File: src/assert_macros.svh
// Assertion macros shared by the allocatee RTL
`ifndef ASSERT_MACROS_SVH
`define ASSERT_MACROS_SVH

// Property must hold at every clock edge out of reset
`define DNIA_ASSERT(lbl, prop) \
  lbl: assert property (@(posedge clk_i) disable iff (!rst_ni) prop) \
    else $error("dnia assertion failed");

// Condition must never be seen out of reset
`define DNIA_NEVER(lbl, prop) \
  lbl: assert property (@(posedge clk_i) disable iff (!rst_ni) !(prop)) \
    else $error("dnia forbidden condition seen");

`endif

File: src/dnia_pkg.sv
// Shared constants, types and helpers of the node ID allocatee
package dnia_pkg;

  localparam int UID_BYTES           = 16;
  localparam int MAX_UID_PER_REQUEST = 6;

  localparam int OFF_W      = $clog2(UID_BYTES + 1);
  localparam int CNT_W      = $clog2(MAX_UID_PER_REQUEST + 1);
  localparam int RX_W       = 5;
  localparam int UID_IDX_W  = 4;
  localparam int UID_W      = 128;
  localparam int DELAY_W    = 17;
  localparam int CFG_IDX_W  = 3;
  localparam int CFG_DATA_W = 64;

  localparam logic [RX_W-1:0] RX_SAT = '1;

  // Register indexes of the configuration port
  localparam logic [CFG_IDX_W-1:0] CFG_PREFERRED  = 3'd0;
  localparam logic [CFG_IDX_W-1:0] CFG_UID_LOW    = 3'd1;
  localparam logic [CFG_IDX_W-1:0] CFG_UID_HIGH   = 3'd2;
  localparam logic [CFG_IDX_W-1:0] CFG_MIN_PERIOD = 3'd3;
  localparam logic [CFG_IDX_W-1:0] CFG_MAX_DELAY  = 3'd4;

  // Reset values of the configuration registers
  localparam logic [6:0]  PREFERRED_RST  = 7'd7;
  localparam logic [15:0] MIN_PERIOD_RST = 16'd1000;
  localparam logic [15:0] MAX_DELAY_RST  = 16'd400;

  typedef enum logic [2:0] {
    KIND_REQUEST   = 3'd0,
    KIND_ADVANCED  = 3'd1,
    KIND_RESET     = 3'd2,
    KIND_ALLOCATED = 3'd3,
    KIND_MALFORMED = 3'd4
  } kind_e;

  // Commands from the controller to the datapath
  typedef struct packed {
    logic latch_in;
    logic dec_delay;
    logic emit_start;
    logic emit_push;
    logic rx_update;
    logic mul;
    logic div;
    logic judge;
  } dnia_cmd_t;

  // Status from the datapath to the controller
  typedef struct packed {
    logic allocated;
    logic delay_gt1;
    logic is_tick;
    logic is_last;
    logic out_free;
    logic emit_last;
  } dnia_sts_t;

  // Pick one byte of the unique ID
  function automatic logic [7:0] uid_byte(input logic [UID_W-1:0] uid,
                                          input logic [UID_IDX_W-1:0] idx);
    uid_byte = uid[{idx, 3'b000} +: 8];
  endfunction

endpackage

File: src/dnia_ctrl.sv
// Sequencing state machine of the node ID allocatee
`include "assert_macros.svh"

module dnia_ctrl import dnia_pkg::*; (
  input  logic      clk_i,
  input  logic      rst_ni,
  input  logic      in_valid_i,
  output logic      in_ready_o,
  input  dnia_sts_t sts_i,
  output dnia_cmd_t cmd_o
);

  typedef enum logic [2:0] {
    S_IDLE,
    S_DECIDE,
    S_EMIT,
    S_MUL,
    S_DIV,
    S_JUDGE
  } state_e;

  state_e state_q, state_d;

  assign in_ready_o = (state_q == S_IDLE);

  // Next state and commands
  always_comb begin
    state_d = state_q;
    cmd_o   = '0;
    case (state_q)
      S_IDLE: begin
        if (in_valid_i) begin
          cmd_o.latch_in = 1'b1;
          state_d        = S_DECIDE;
        end
      end
      S_DECIDE: begin
        if (sts_i.allocated) begin
          state_d = S_IDLE;
        end else if (sts_i.is_tick) begin
          if (sts_i.delay_gt1) begin
            cmd_o.dec_delay = 1'b1;
            state_d         = S_IDLE;
          end else begin
            cmd_o.emit_start = 1'b1;
            state_d          = S_EMIT;
          end
        end else begin
          cmd_o.rx_update = 1'b1;
          state_d         = sts_i.is_last ? S_MUL : S_IDLE;
        end
      end
      S_EMIT: begin
        if (sts_i.out_free) begin
          cmd_o.emit_push = 1'b1;
          if (sts_i.emit_last) begin
            state_d = S_MUL;
          end
        end
      end
      S_MUL: begin
        cmd_o.mul = 1'b1;
        state_d   = S_DIV;
      end
      S_DIV: begin
        cmd_o.div = 1'b1;
        state_d   = sts_i.is_tick ? S_IDLE : S_JUDGE;
      end
      S_JUDGE: begin
        if (sts_i.out_free) begin
          cmd_o.judge = 1'b1;
          state_d     = S_IDLE;
        end
      end
      default: begin
        state_d = S_IDLE;
      end
    endcase
  end

  // Hold state
  always_ff @(posedge clk_i or negedge rst_ni) begin
    if (!rst_ni) begin
      state_q <= S_IDLE;
    end else begin
      state_q <= state_d;
    end
  end

  `DNIA_ASSERT(a_mul_then_div, (state_q == S_MUL) |=> (state_q == S_DIV))
  `DNIA_ASSERT(a_emit_exit, ($past(state_q) == S_EMIT && state_q != S_EMIT) |-> (state_q == S_MUL))

endmodule

File: src/dnia_dp.sv
// Registers, delay arithmetic and result register of the node ID allocatee
`include "assert_macros.svh"

module dnia_dp import dnia_pkg::*; (
  input  logic                  clk_i,
  input  logic                  rst_ni,
  input  dnia_cmd_t             cmd_i,
  output dnia_sts_t             sts_o,
  input  logic                  req_type_i,
  input  logic [7:0]            payload_byte_i,
  input  logic                  payload_last_i,
  input  logic                  source_anonymous_i,
  input  logic [15:0]           random_value_i,
  input  logic                  cfg_we_i,
  input  logic [CFG_IDX_W-1:0]  cfg_idx_i,
  input  logic [CFG_DATA_W-1:0] cfg_data_i,
  output logic                  out_valid_o,
  input  logic                  out_ready_i,
  output logic [2:0]            result_kind_o,
  output logic [7:0]            data_byte_o,
  output logic                  last_of_run_o,
  output logic [6:0]            assigned_node_id_o,
  output logic [OFF_W-1:0]      confirmed_offset_o
);

  // Configuration registers
  logic [6:0]       pref_q;
  logic [UID_W-1:0] uid_q;
  logic [15:0]      min_q;
  logic [15:0]      max_q;

  // Latched input item
  logic        type_q;
  logic [7:0]  byte_q;
  logic        last_q;
  logic        anon_q;
  logic [15:0] rnd_q;

  // Allocation state
  logic [DELAY_W-1:0] delay_q, delay_d;
  logic [OFF_W-1:0]   uid_offset_q, uid_offset_d;
  logic               allocated_q, allocated_d;
  logic [6:0]         node_id_q, node_id_d;
  logic [RX_W-1:0]    rx_count_q, rx_count_d;
  logic               rx_match_q, rx_match_d;
  logic [7:0]         rx_first_q, rx_first_d;
  logic [CNT_W-1:0]   emit_idx_q, emit_idx_d;
  logic [31:0]        prod_q;

  // Result register
  logic               out_valid_q, out_valid_d;
  kind_e              kind_q, kind_d;
  logic [7:0]         data_q, data_d;
  logic               out_last_q, out_last_d;
  logic [6:0]         nid_q, nid_d;
  logic [OFF_W-1:0]   out_off_q, out_off_d;

  logic               out_free;

  // Number of unique ID bytes in a request
  logic [OFF_W-1:0] uid_left;
  logic [CNT_W-1:0] n_uid;

  always_comb begin
    uid_left = OFF_W'(UID_BYTES) - uid_offset_q;
    if (uid_offset_q >= OFF_W'(UID_BYTES)) begin
      n_uid = '0;
    end else if (uid_left > OFF_W'(MAX_UID_PER_REQUEST)) begin
      n_uid = CNT_W'(MAX_UID_PER_REQUEST);
    end else begin
      n_uid = uid_left[CNT_W-1:0];
    end
  end

  // Request byte for the current emit position
  logic [OFF_W-1:0] emit_pos;
  logic [7:0]       emit_byte;

  always_comb begin
    emit_pos = uid_offset_q + OFF_W'(emit_idx_q) - OFF_W'(1);
    if (emit_idx_q == '0) begin
      emit_byte = {pref_q, (uid_offset_q == '0)};
    end else begin
      emit_byte = uid_byte(uid_q, emit_pos[UID_IDX_W-1:0]);
    end
  end

  // Response byte comparison
  logic [RX_W-1:0] rx_pos;
  logic            rx_mismatch;

  always_comb begin
    rx_pos      = rx_count_q - RX_W'(1);
    rx_mismatch = (rx_count_q != '0) && (rx_pos < RX_W'(UID_BYTES)) &&
                  (uid_byte(uid_q, rx_pos[UID_IDX_W-1:0]) != byte_q);
  end

  // Delay draw: floor(product / 0xFFFF) by reciprocal add
  logic [32:0]        div_sum;
  logic [15:0]        div_quot;
  logic [DELAY_W-1:0] delay_draw;

  always_comb begin
    div_sum    = {1'b0, prod_q} + 33'(prod_q[31:16]) + 33'd1;
    div_quot   = div_sum[31:16];
    delay_draw = {1'b0, min_q} + {1'b0, div_quot};
  end

  // Judgment of a complete response
  kind_e              judge_kind;
  logic [OFF_W-1:0]   judge_off;
  logic [RX_W-1:0]    rx_uid_len;
  logic [DELAY_W-1:0] delay_short;

  always_comb begin
    rx_uid_len  = rx_count_q - RX_W'(1);
    delay_short = (delay_q > {1'b0, min_q}) ? (delay_q - {1'b0, min_q}) : '0;
    judge_off   = '0;
    if (anon_q) begin
      judge_kind = KIND_RESET;
    end else if (rx_count_q > RX_W'(UID_BYTES + 1)) begin
      judge_kind = KIND_MALFORMED;
    end else if (!rx_match_q) begin
      judge_kind = KIND_RESET;
    end else if (rx_uid_len < RX_W'(UID_BYTES)) begin
      judge_kind = KIND_ADVANCED;
      judge_off  = OFF_W'(rx_uid_len);
    end else begin
      judge_kind = KIND_ALLOCATED;
      judge_off  = uid_offset_q;
    end
  end

  assign out_free = !out_valid_q || out_ready_i;

  // Next values of state and result register
  always_comb begin
    delay_d      = delay_q;
    uid_offset_d = uid_offset_q;
    allocated_d  = allocated_q;
    node_id_d    = node_id_q;
    rx_count_d   = rx_count_q;
    rx_match_d   = rx_match_q;
    rx_first_d   = rx_first_q;
    emit_idx_d   = emit_idx_q;
    out_valid_d  = out_valid_q && !out_ready_i;
    kind_d       = kind_q;
    data_d       = data_q;
    out_last_d   = out_last_q;
    nid_d        = nid_q;
    out_off_d    = out_off_q;

    if (cmd_i.dec_delay) begin
      delay_d = delay_q - DELAY_W'(1);
    end
    if (cmd_i.emit_start) begin
      emit_idx_d = '0;
    end
    if (cmd_i.emit_push) begin
      emit_idx_d  = emit_idx_q + CNT_W'(1);
      out_valid_d = 1'b1;
      kind_d      = KIND_REQUEST;
      data_d      = emit_byte;
      out_last_d  = (emit_idx_q == n_uid);
      nid_d       = '0;
      out_off_d   = uid_offset_q;
      if (emit_idx_q == n_uid) begin
        uid_offset_d = '0;
      end
    end
    if (cmd_i.rx_update) begin
      if (rx_count_q == '0) begin
        rx_first_d = byte_q;
      end
      if (rx_mismatch) begin
        rx_match_d = 1'b0;
      end
      if (rx_count_q != RX_SAT) begin
        rx_count_d = rx_count_q + RX_W'(1);
      end
    end
    if (cmd_i.div) begin
      delay_d = delay_draw;
    end
    if (cmd_i.judge) begin
      uid_offset_d = judge_off;
      rx_count_d   = '0;
      rx_match_d   = 1'b1;
      out_valid_d  = 1'b1;
      kind_d       = judge_kind;
      data_d       = '0;
      out_last_d   = 1'b1;
      nid_d        = '0;
      out_off_d    = judge_off;
      if (judge_kind == KIND_ADVANCED) begin
        delay_d = delay_short;
      end
      if (judge_kind == KIND_ALLOCATED) begin
        allocated_d = 1'b1;
        node_id_d   = rx_first_q[7:1];
        nid_d       = rx_first_q[7:1];
      end
    end
  end

  // Control and allocation state
  always_ff @(posedge clk_i or negedge rst_ni) begin
    if (!rst_ni) begin
      pref_q       <= PREFERRED_RST;
      uid_q        <= '0;
      min_q        <= MIN_PERIOD_RST;
      max_q        <= MAX_DELAY_RST;
      delay_q      <= {1'b0, MIN_PERIOD_RST};
      uid_offset_q <= '0;
      allocated_q  <= 1'b0;
      node_id_q    <= '0;
      rx_count_q   <= '0;
      rx_match_q   <= 1'b1;
      rx_first_q   <= '0;
      emit_idx_q   <= '0;
      out_valid_q  <= 1'b0;
    end else begin
      delay_q      <= delay_d;
      uid_offset_q <= uid_offset_d;
      allocated_q  <= allocated_d;
      node_id_q    <= node_id_d;
      rx_count_q   <= rx_count_d;
      rx_match_q   <= rx_match_d;
      rx_first_q   <= rx_first_d;
      emit_idx_q   <= emit_idx_d;
      out_valid_q  <= out_valid_d;
      if (cfg_we_i) begin
        case (cfg_idx_i)
          CFG_PREFERRED:  pref_q <= cfg_data_i[6:0];
          CFG_UID_LOW:    uid_q[63:0] <= cfg_data_i;
          CFG_UID_HIGH:   uid_q[127:64] <= cfg_data_i;
          CFG_MIN_PERIOD: min_q <= cfg_data_i[15:0];
          CFG_MAX_DELAY:  max_q <= cfg_data_i[15:0];
          default: begin
          end
        endcase
      end
    end
  end

  // Payload registers: input item, product and result
  always_ff @(posedge clk_i) begin
    if (cmd_i.latch_in) begin
      type_q <= req_type_i;
      byte_q <= payload_byte_i;
      last_q <= payload_last_i;
      anon_q <= source_anonymous_i;
      rnd_q  <= random_value_i;
    end
    if (cmd_i.mul) begin
      prod_q <= rnd_q * max_q;
    end
    kind_q     <= kind_d;
    data_q     <= data_d;
    out_last_q <= out_last_d;
    nid_q      <= nid_d;
    out_off_q  <= out_off_d;
  end

  assign sts_o.allocated = allocated_q;
  assign sts_o.delay_gt1 = (delay_q > DELAY_W'(1));
  assign sts_o.is_tick   = !type_q;
  assign sts_o.is_last   = last_q;
  assign sts_o.out_free  = out_free;
  assign sts_o.emit_last = (emit_idx_q == n_uid);

  assign out_valid_o        = out_valid_q;
  assign result_kind_o      = kind_q;
  assign data_byte_o        = data_q;
  assign last_of_run_o      = out_last_q;
  assign assigned_node_id_o = nid_q;
  assign confirmed_offset_o = out_off_q;

  `DNIA_ASSERT(a_alloc_sticky, allocated_q |=> allocated_q)
  `DNIA_NEVER(a_offset_range, uid_offset_q > OFF_W'(UID_BYTES))
  `DNIA_NEVER(a_push_full, (cmd_i.emit_push || cmd_i.judge) && out_valid_q && !out_ready_i)

endmodule

File: src/dynamic_node_id_allocatee.sv
// Top level of the dynamic node ID allocatee
//
// Channel   Direction  Handshake              Carries
// input     in         in_valid_i/in_ready_o  tick or response byte with random value
// result    out        out_valid_o/out_ready_i request bytes and status results
// config    in         cfg_we_i               register index and write data
//
// A countdown tick or a non-final response byte passes the decide state and returns to ready.
// A request emits a preferred-ID byte and then n unique ID bytes (at most 6) through the
// one-byte result register, then runs the registered multiply and reciprocal divide of the
// delay draw; a final response byte runs the multiply and divide and then the judgment.
// A stalled result holds the controller until the result register is free.
// Reset is asynchronous and needs no clearing pass.

module dynamic_node_id_allocatee import dnia_pkg::*; (
  input  logic                  clk_i,
  input  logic                  rst_ni,
  input  logic                  in_valid_i,
  output logic                  in_ready_o,
  input  logic                  req_type_i,
  input  logic [7:0]            payload_byte_i,
  input  logic                  payload_last_i,
  input  logic                  source_anonymous_i,
  input  logic [15:0]           random_value_i,
  output logic                  out_valid_o,
  input  logic                  out_ready_i,
  output logic [2:0]            result_kind_o,
  output logic [7:0]            data_byte_o,
  output logic                  last_of_run_o,
  output logic [6:0]            assigned_node_id_o,
  output logic [OFF_W-1:0]      confirmed_offset_o,
  input  logic                  cfg_we_i,
  input  logic [CFG_IDX_W-1:0]  cfg_idx_i,
  input  logic [CFG_DATA_W-1:0] cfg_data_i
);

  dnia_cmd_t cmd;
  dnia_sts_t sts;

  dnia_ctrl u_ctrl (
    .clk_i      (clk_i),
    .rst_ni     (rst_ni),
    .in_valid_i (in_valid_i),
    .in_ready_o (in_ready_o),
    .sts_i      (sts),
    .cmd_o      (cmd)
  );

  dnia_dp u_dp (
    .clk_i              (clk_i),
    .rst_ni             (rst_ni),
    .cmd_i              (cmd),
    .sts_o              (sts),
    .req_type_i         (req_type_i),
    .payload_byte_i     (payload_byte_i),
    .payload_last_i     (payload_last_i),
    .source_anonymous_i (source_anonymous_i),
    .random_value_i     (random_value_i),
    .cfg_we_i           (cfg_we_i),
    .cfg_idx_i          (cfg_idx_i),
    .cfg_data_i         (cfg_data_i),
    .out_valid_o        (out_valid_o),
    .out_ready_i        (out_ready_i),
    .result_kind_o      (result_kind_o),
    .data_byte_o        (data_byte_o),
    .last_of_run_o      (last_of_run_o),
    .assigned_node_id_o (assigned_node_id_o),
    .confirmed_offset_o (confirmed_offset_o)
  );

endmodule

File: config.mk
export PLATFORM = sky130hd
export DESIGN_NAME = dynamic_node_id_allocatee
export DESIGN_NICKNAME = d
export VERILOG_FILES = /design/src/dnia_pkg.sv /design/src/dnia_ctrl.sv /design/src/dnia_dp.sv /design/src/dynamic_node_id_allocatee.sv
export VERILOG_INCLUDE_DIRS = /design/src /design/src/src
export SDC_FILE = /design/constraint.sdc
export NUM_CORES = 1
export LEC_CHECK = 0
export ABC_AREA = 1
export BUFFER_PORTS_ARGS = -buffer_cell sky130_fd_sc_hd__buf_2
export CAP_MARGIN = 25
export CORE_MARGIN = 2
export CORE_UTILIZATION = 40
export DETAILED_ROUTE_END_ITERATION = 10
export PLACE_DENSITY_LB_ADDON = 0.15
export REMOVE_ABC_BUFFERS = 1
export SLEW_MARGIN = 25
export SYNTH_ARGS = -nofsm -noshare
export SYNTH_HDL_FRONTEND = slang
export SYNTH_HIERARCHICAL = 1
export SYNTH_SLANG_ARGS = --single-unit
File: constraint.sdc
create_clock -name clk_i -period 6.4 [get_ports clk_i]
set_input_delay 1.28 -clock clk_i [delete_from_list [all_inputs] [get_ports clk_i]]
set_output_delay 1.28 -clock clk_i [all_outputs]
set_load 0.02 [all_outputs]
==> results.yml, run 1 <==
global_route:
  groute.usage.overall_pct: 22.5
  grt.overflow.total: 0
  grt_antenna_before_repair: 4
  grt_first_pass_wirelength_um: 118000
  grt_max_degree: 100
  first_global_vias: 22000
critical_path:
  cp-start-kind: "register"
  cp_data_required_time_ns: 6.71
  critPathKind: "register to register"
  worstPathCellList: "nand2_1, fa_1, fa_1, fa_1, fa_1, inv_1, fa_1, inv_1, fa_1, inv_1, ha_1, nand2_1, nor2_1, nand4_1, o21ai_1, a21boi_0, o21bai_1, xor2_1"
  cp.arrival_ns: 6.23
  critPathCaptureType: "register"
  crit_path_max_incr_delay_ns: 0.76
  crit_top_cell: "fa_1"
  path_max_fanout: 13
  crit_slowest_cell: "edfxtp_1"
sta:
  skew_ns: 0.0314
  fin_crit_sh_pct: 92.4
  hold_ws_ns: 0.469
  finalHoldViolations: 0
  worstMarginPinSlew_ns: 0.879
  finalCriticalPeriod_ns: 5.91
  fmax_mhz: 169
  setup_violations: 0
  fin_ws_ns: 0.486
  tns_ns: 0
  maxSlewViolCount: 0
  relSlewSlack_pct: 41.4
  rsz0062_at_grt: "false"
logic_synthesis:
  postSynth.asyncResetShare_pct: 71.7
  yosys_warnings: 6
  synth_cell_types: 52
  ys_seq_elements: 293
  synthFlopType: "dfrtp_1"
  netlist_instances: 3348
  syn_area_sq_um: 25600
  synth_edf_count: 74
  ys_seq_area_share_pct: 30.1
  syn-mean-instance-area_sq_um: 7.63
clock_tree:
  cts_setup_buffers: 0
  clockBufferDepth: 3
  cts-hold-fix-buffers: 0
  clock_sinks: 293
  clkTransAtPathRegs_ns: 0.07
  cts_tree: "built"
  cts-root-buf: "clkbuf_16"
  cts_resized: 0
  cts_buffers: 36
  htreeDepth: 2
  clkLatencyLatePin_ns: 0.57
die:
  die_w_um: 257
  start_util_pct: 40.5
  rows: 92
  die_area_sq_um: 65900
  fp.coreArea_sq_um: 63100
  die_h_um: 257
  ios: 125
place:
  place_congestion: 0.901
  dp_slack_ns: 0.479
  port-buffer-count: 124
  place_hpwl_um: 57000
route:
  ant_nets: 0
  dr.pass1.iters: 8
  vias: 22100
  drt_iter0_markers: 1776
  route.detailed.drc: 0
  post_drt_wl_per_cell_um: 17.5
  via_per_inst: 5.19
  wirelength_um: 74400
final_layout:
  multi_input_area_sq_um: 15000
  fin_nets: 3844
  final_common_cell: "nand2_1"
  regArea_sq_um: 7680
  drive_above_1_share_pct: 8.13
  layout_common_cells: "nand2_1 (851), inv_1 (570), o21ai_0 (325), nor2_1 (215), fa_1 (197)"
  synthToLayoutAreaGrowth_pct: 9.85
  fill_cells: 6407
power_and_ir_drop:
  leakage_uw: 0.0145
  p_per_area_nw_per_um2: 612
  ir_drop_mv: 0.743
  fin_total_pwr_uw: 17200
hold_path:
  min_path_type: "register to register"
job:
  drv_cap: 0
status:
  status: "finished clean"
## per-layer routing
metal	track usage, %	wire length (um)
met2	37.3	34800
met4	5.86	1690
met1	31.4	34000
met3	2.24	3890
met5	0	13
## worst paths after layout
| check | slack (ns) | start | end | depth (start not counted) |
|---|---|---|---|---|
| worst max register to register | 0.49 | u_dp/rnd_q[10]$_DFFE_PP_ | u_dp/prod_q[25]$_DFFE_PP_ | 18 |
| worst max-delay path | 0.49 | u_dp/rnd_q[10]$_DFFE_PP_ | u_dp/prod_q[25]$_DFFE_PP_ | 18 |
| worst min-delay path | 0.47 | u_dp/data_byte_o[1]$_SDFFE_PP0P_ | u_dp/data_byte_o[1]$_SDFFE_PP0P_ | 2 |
| min in group asynchronous | 0.72 | rst_ni | u_dp/rx_first_q[7]$_DFFE_PN0P_ | 1 |
| max in group asynchronous | 4.35 | rst_ni | u_dp/uid_q[93]$_DFFE_PN0P_ | 2 |
| worst min register to register | 0.47 | u_dp/data_byte_o[1]$_SDFFE_PP0P_ | u_dp/data_byte_o[1]$_SDFFE_PP0P_ | 2 |
## stage by stage
stage	utilization, %	std cells	area, sq um
after floorplan	-	3187	24900
after detailed placement	42.5	4188	26800
final	44.5	4255	28100
after global placement	42.5	4188	26800
after global routing	44.5	4254	28100
after CTS	44.5	4254	28100
## worst max-delay path, delay by kind of cell (launching register included)
kind / cells / cell delay, ns
buffers and inverters: 3 / 0.15
XOR/XNOR: 1 / 0.10
AND/OR/NAND/NOR: 4 / 0.58
adder cells (fa/ha/maj): 7 / 3.40
AO/OA/AOI/OAI: 3 / 0.68
flip-flops: 1 / 0.76
## cell families after synthesis
group / after synthesis / share of synthesized area (%)
AO/OA/AOI/OAI: 540 / 11.4
buffers and inverters: 742 / 11.2
flip-flops: 293 / 30.1
AND/OR/NAND/NOR: 1352 / 21.7
XOR/XNOR: 56 / 1.95
adder cells (fa/ha/maj): 365 / 23.7
## sequential cells by signal, summed over array words and instances, names as in the netlist, 8 cells and up
| register | cells |
|---|---|
| u_dp/byte_q | 8 |
| u_dp/data_byte_o | 8 |
| u_dp/delay_q | 17 |
| u_dp/max_q | 16 |
| u_dp/min_q | 16 |
| u_dp/prod_q | 32 |
| u_dp/rnd_q | 16 |
| u_dp/uid_q | 128 |
## final cells by class
cell class,count,share of cell area (%)
Clock buffer,47,3.54
Timing Repair Buffer,155,3.07
Tap cell,846,3.77
Clock inverter,19,0.918
Multi-Input combinational cell,2313,53.6
Sequential cell,293,27.4
Antenna cell,1,0.00891
Inverter,581,7.77
## Yosys cell counts (all sizes together) (4+ instances only)
cell / n / share of area (%)
nand2: 857 / 13
dfrtp: 191 / 19
fa: 197 / 15
nand4: 18 / 0.44
xor2: 36 / 1.3
o21ai: 344 / 6.8
o211ai: 41 / 1.2
nand3: 197 / 3.9
edfxtp: 74 / 8.7
clkbuf: 129 / 1.9
dfxtp: 9 / 0.70
nor3: 31 / 0.67
a31oi: 12 / 0.29
nor4: 9 / 0.27
inv: 578 / 8.5
dfstp: 19 / 2.0
o21bai: 9 / 0.26
ha: 168 / 8.2
a21oi: 113 / 2.2
buf: 32 / 0.78
or2: 9 / 0.22
nand3b: 10 / 0.29
xnor2: 20 / 0.69
a21boi: 5 / 0.15
a21o: 4 / 0.12
nor2: 220 / 3.3
## where the power goes
group / internal (uW) / leakage [uW] / switching (uW) / total (uW)
clock: 1310 / 0.000621 / 883 / 2190
combinational: 4390 / 0.0105 / 7490 / 11900
sequential: 2710 / 0.00338 / 394 / 3110
Power figures use the tool's default switching activity.
==> run 2, diff against run 1 <==
--- a/config.mk
+++ b/config.mk
@@ -12,7 +12,6 @@
 export CORE_MARGIN = 2
 export CORE_UTILIZATION = 40
 export DETAILED_ROUTE_END_ITERATION = 10
-export PLACE_DENSITY_LB_ADDON = 0.15
 export REMOVE_ABC_BUFFERS = 1
 export SLEW_MARGIN = 25
 export SYNTH_ARGS = -nofsm -noshare
==> run 2 against run 1 <==
Net effect: combinational power down 3%; core utilization down 0.20 points; sequential share of layout area up 0.12 points; clock skew down 0.0019 ns; largest power group unchanged.
==> results.yml, run 2 (synthesis results as in run 1) <==
final_layout:
  fin_nets: 3838
  largestRegisters: "u_dp/uid_q x128, u_dp/prod_q x32, u_dp/delay_q x17"
  final_cell_area_sq_um: 28000
  synthToLayoutAreaGrowth_pct: 9.36
  largest_register_ffs: 128
  layout_common_cells: "nand2_1 (851), inv_1 (569), o21ai_0 (325), nor2_1 (215), fa_1 (197)"
  drive_above_1_share_pct: 7.67
  final_common_cell: "nand2_1"
  regMostFlops: "u_dp/uid_q"
clock_tree:
  cts_setup_buffers: 0
  cts_buffers: 37
  cts-hold-fix-buffers: 0
  cts-root-buf: "clkbuf_16"
  cts_tree: "built"
  cts_resized: 0
  clockBufferDepth: 3
  clkLatencyLatePin_ns: 0.57
  htreeDepth: 2
  clkTransAtPathRegs_ns: 0.06
  clock_sinks: 293
route:
  vias: 21800
  wl_met2_um: 31600
  via_per_inst: 5.12
  wirelength_um: 73100
  dr.pass1.iters: 6
  top_layer: "met5"
  wl_met1_um: 33900
  ant_nets: 0
  drt_iter0_markers: 1974
  route.detailed.drc: 0
  met3_wirelength_um: 6130
  post_drt_wl_per_cell_um: 17.2
global_route:
  grt_max_degree: 129
  first_global_vias: 21000
  groute.usage.overall_pct: 22.3
  grt.overflow.total: 0
  grt_antenna_before_repair: 7
  grt_first_pass_wirelength_um: 117000
die:
  die_area_sq_um: 65900
  fp.coreArea_sq_um: 63100
  die_w_um: 257
  start_util_pct: 40.5
  rows: 92
  die_h_um: 257
  ios: 125
power_and_ir_drop:
  leakage_uw: 0.0144
  ir_drop_mv: 0.774
  p_per_area_nw_per_um2: 593
critical_path:
  critPathKind: "register to register"
  cp-start-kind: "register"
  reg2reg_slack_ns: 0.42
  cp_data_required_time_ns: 6.71
  path_max_fanout: 16
  r2r-start: "u_dp/rnd_q[9]$_DFFE_PP_"
  startpoint: "u_dp/rnd_q[9]$_DFFE_PP_"
  critPathCaptureType: "register"
  cp.arrival_ns: 6.29
  reg2reg_depth: 18
  crit_end: "u_dp/prod_q[25]$_DFFE_PP_"
  r2r-end: "u_dp/prod_q[25]$_DFFE_PP_"
hold_path:
  min_path_type: "register to register"
sta:
  fin_crit_sh_pct: 93.4
  worstMarginPinSlew_ns: 0.865
  relSlewSlack_pct: 42.4
  finalHoldViolations: 0
  tns_ns: 0
  finalCriticalPeriod_ns: 5.98
  setup_violations: 0
  rsz0062_at_grt: "false"
  hold_ws_ns: 0.461
  fmax_mhz: 167
  maxSlewViolCount: 0
  skew_ns: 0.0296
place:
  place_hpwl_um: 54800
  port-buffer-count: 124
  place_area_sq_um: 26800
  place_congestion: 0.931
job:
  drv_cap: 0
status:
  status: "finished clean"
## run 2: cell types whose count changed in the layout (fill, tap and decap cells not counted), sizes merged
cell,before,now
buf,155,148
bufinv,5,0
clkbuf,47,55
clkinv,15,12
inv,580,582
## run 2: area by class of cell
class	count	area, sq um
well taps	846	1060
multi-input cells	2313	15000
inverters	581	2180
clock buffers	55	1030
clock inverters	13	106
flip-flops and latches	293	7680
fillers	6504	35100
diodes	1	2.50
repair buffers	148	847
## run 2: power breakdown
part           switching, uW  internal (uW)
registers                394           2720
logic                   7070           4410
clock network            850           1140
## run 2: metal layers
metal  track usage (%)  vias up
met5                 0        -
met4              5.14        2
met3              5.14      100
met2              33.8      738
met1              32.3    10300
li1                  -    10600
## run 2: how the worst min path moves through the flow
stage                                startpoint                                to  slack [ns]  cells after the start
6_report       u_dp/data_byte_o[1]$_SDFFE_PP0P_  u_dp/data_byte_o[1]$_SDFFE_PP0P_        0.46                      2
3_3_place_gp   u_dp/data_byte_o[1]$_SDFFE_PP0P_  u_dp/data_byte_o[1]$_SDFFE_PP0P_        0.45                      2
4_1_cts        u_dp/data_byte_o[1]$_SDFFE_PP0P_  u_dp/data_byte_o[1]$_SDFFE_PP0P_        0.46                      2
5_1_grt        u_dp/data_byte_o[1]$_SDFFE_PP0P_  u_dp/data_byte_o[1]$_SDFFE_PP0P_        0.48                      2
3_5_place_dp   u_dp/data_byte_o[1]$_SDFFE_PP0P_  u_dp/data_byte_o[1]$_SDFFE_PP0P_        0.45                      2
2_1_floorplan    u_dp/emit_idx_q[2]$_DFFE_PN0P_    u_dp/emit_idx_q[2]$_DFFE_PN0P_        0.44                      1
## run 2: worst max-delay path, cell delays in order (launching register included)
cell and delay, ns:
edfxtp_1 0.79, nand2_1 0.16, fa_1 0.52, fa_1 0.59, fa_1 0.47, fa_1 0.54
inv_1 0.05, fa_1 0.48, inv_1 0.05, fa_1 0.47, inv_1 0.04, ha_1 0.34
nand2_1 0.15, nor2_1 0.16, nand4_1 0.09, o21ai_1 0.28, a21boi_0 0.21, o21bai_1 0.21
xor2_1 0.10
## run 2: metrics by stage
stage / setup WS (ns) / std cells / util, % / power (uW)
finish: 0.421 / 4250 / 44.3 / 16600
global route: 0.0890 / 4249 / 44.3 / 18600
CTS: 0.423 / 4248 / 44.3 / 16600
detailed placement: 0.442 / 4180 / 42.4 / 14500
global placement: 0.611 / 4180 / 42.4 / 14400
floorplan: 1.03 / 3187 / - / 11500
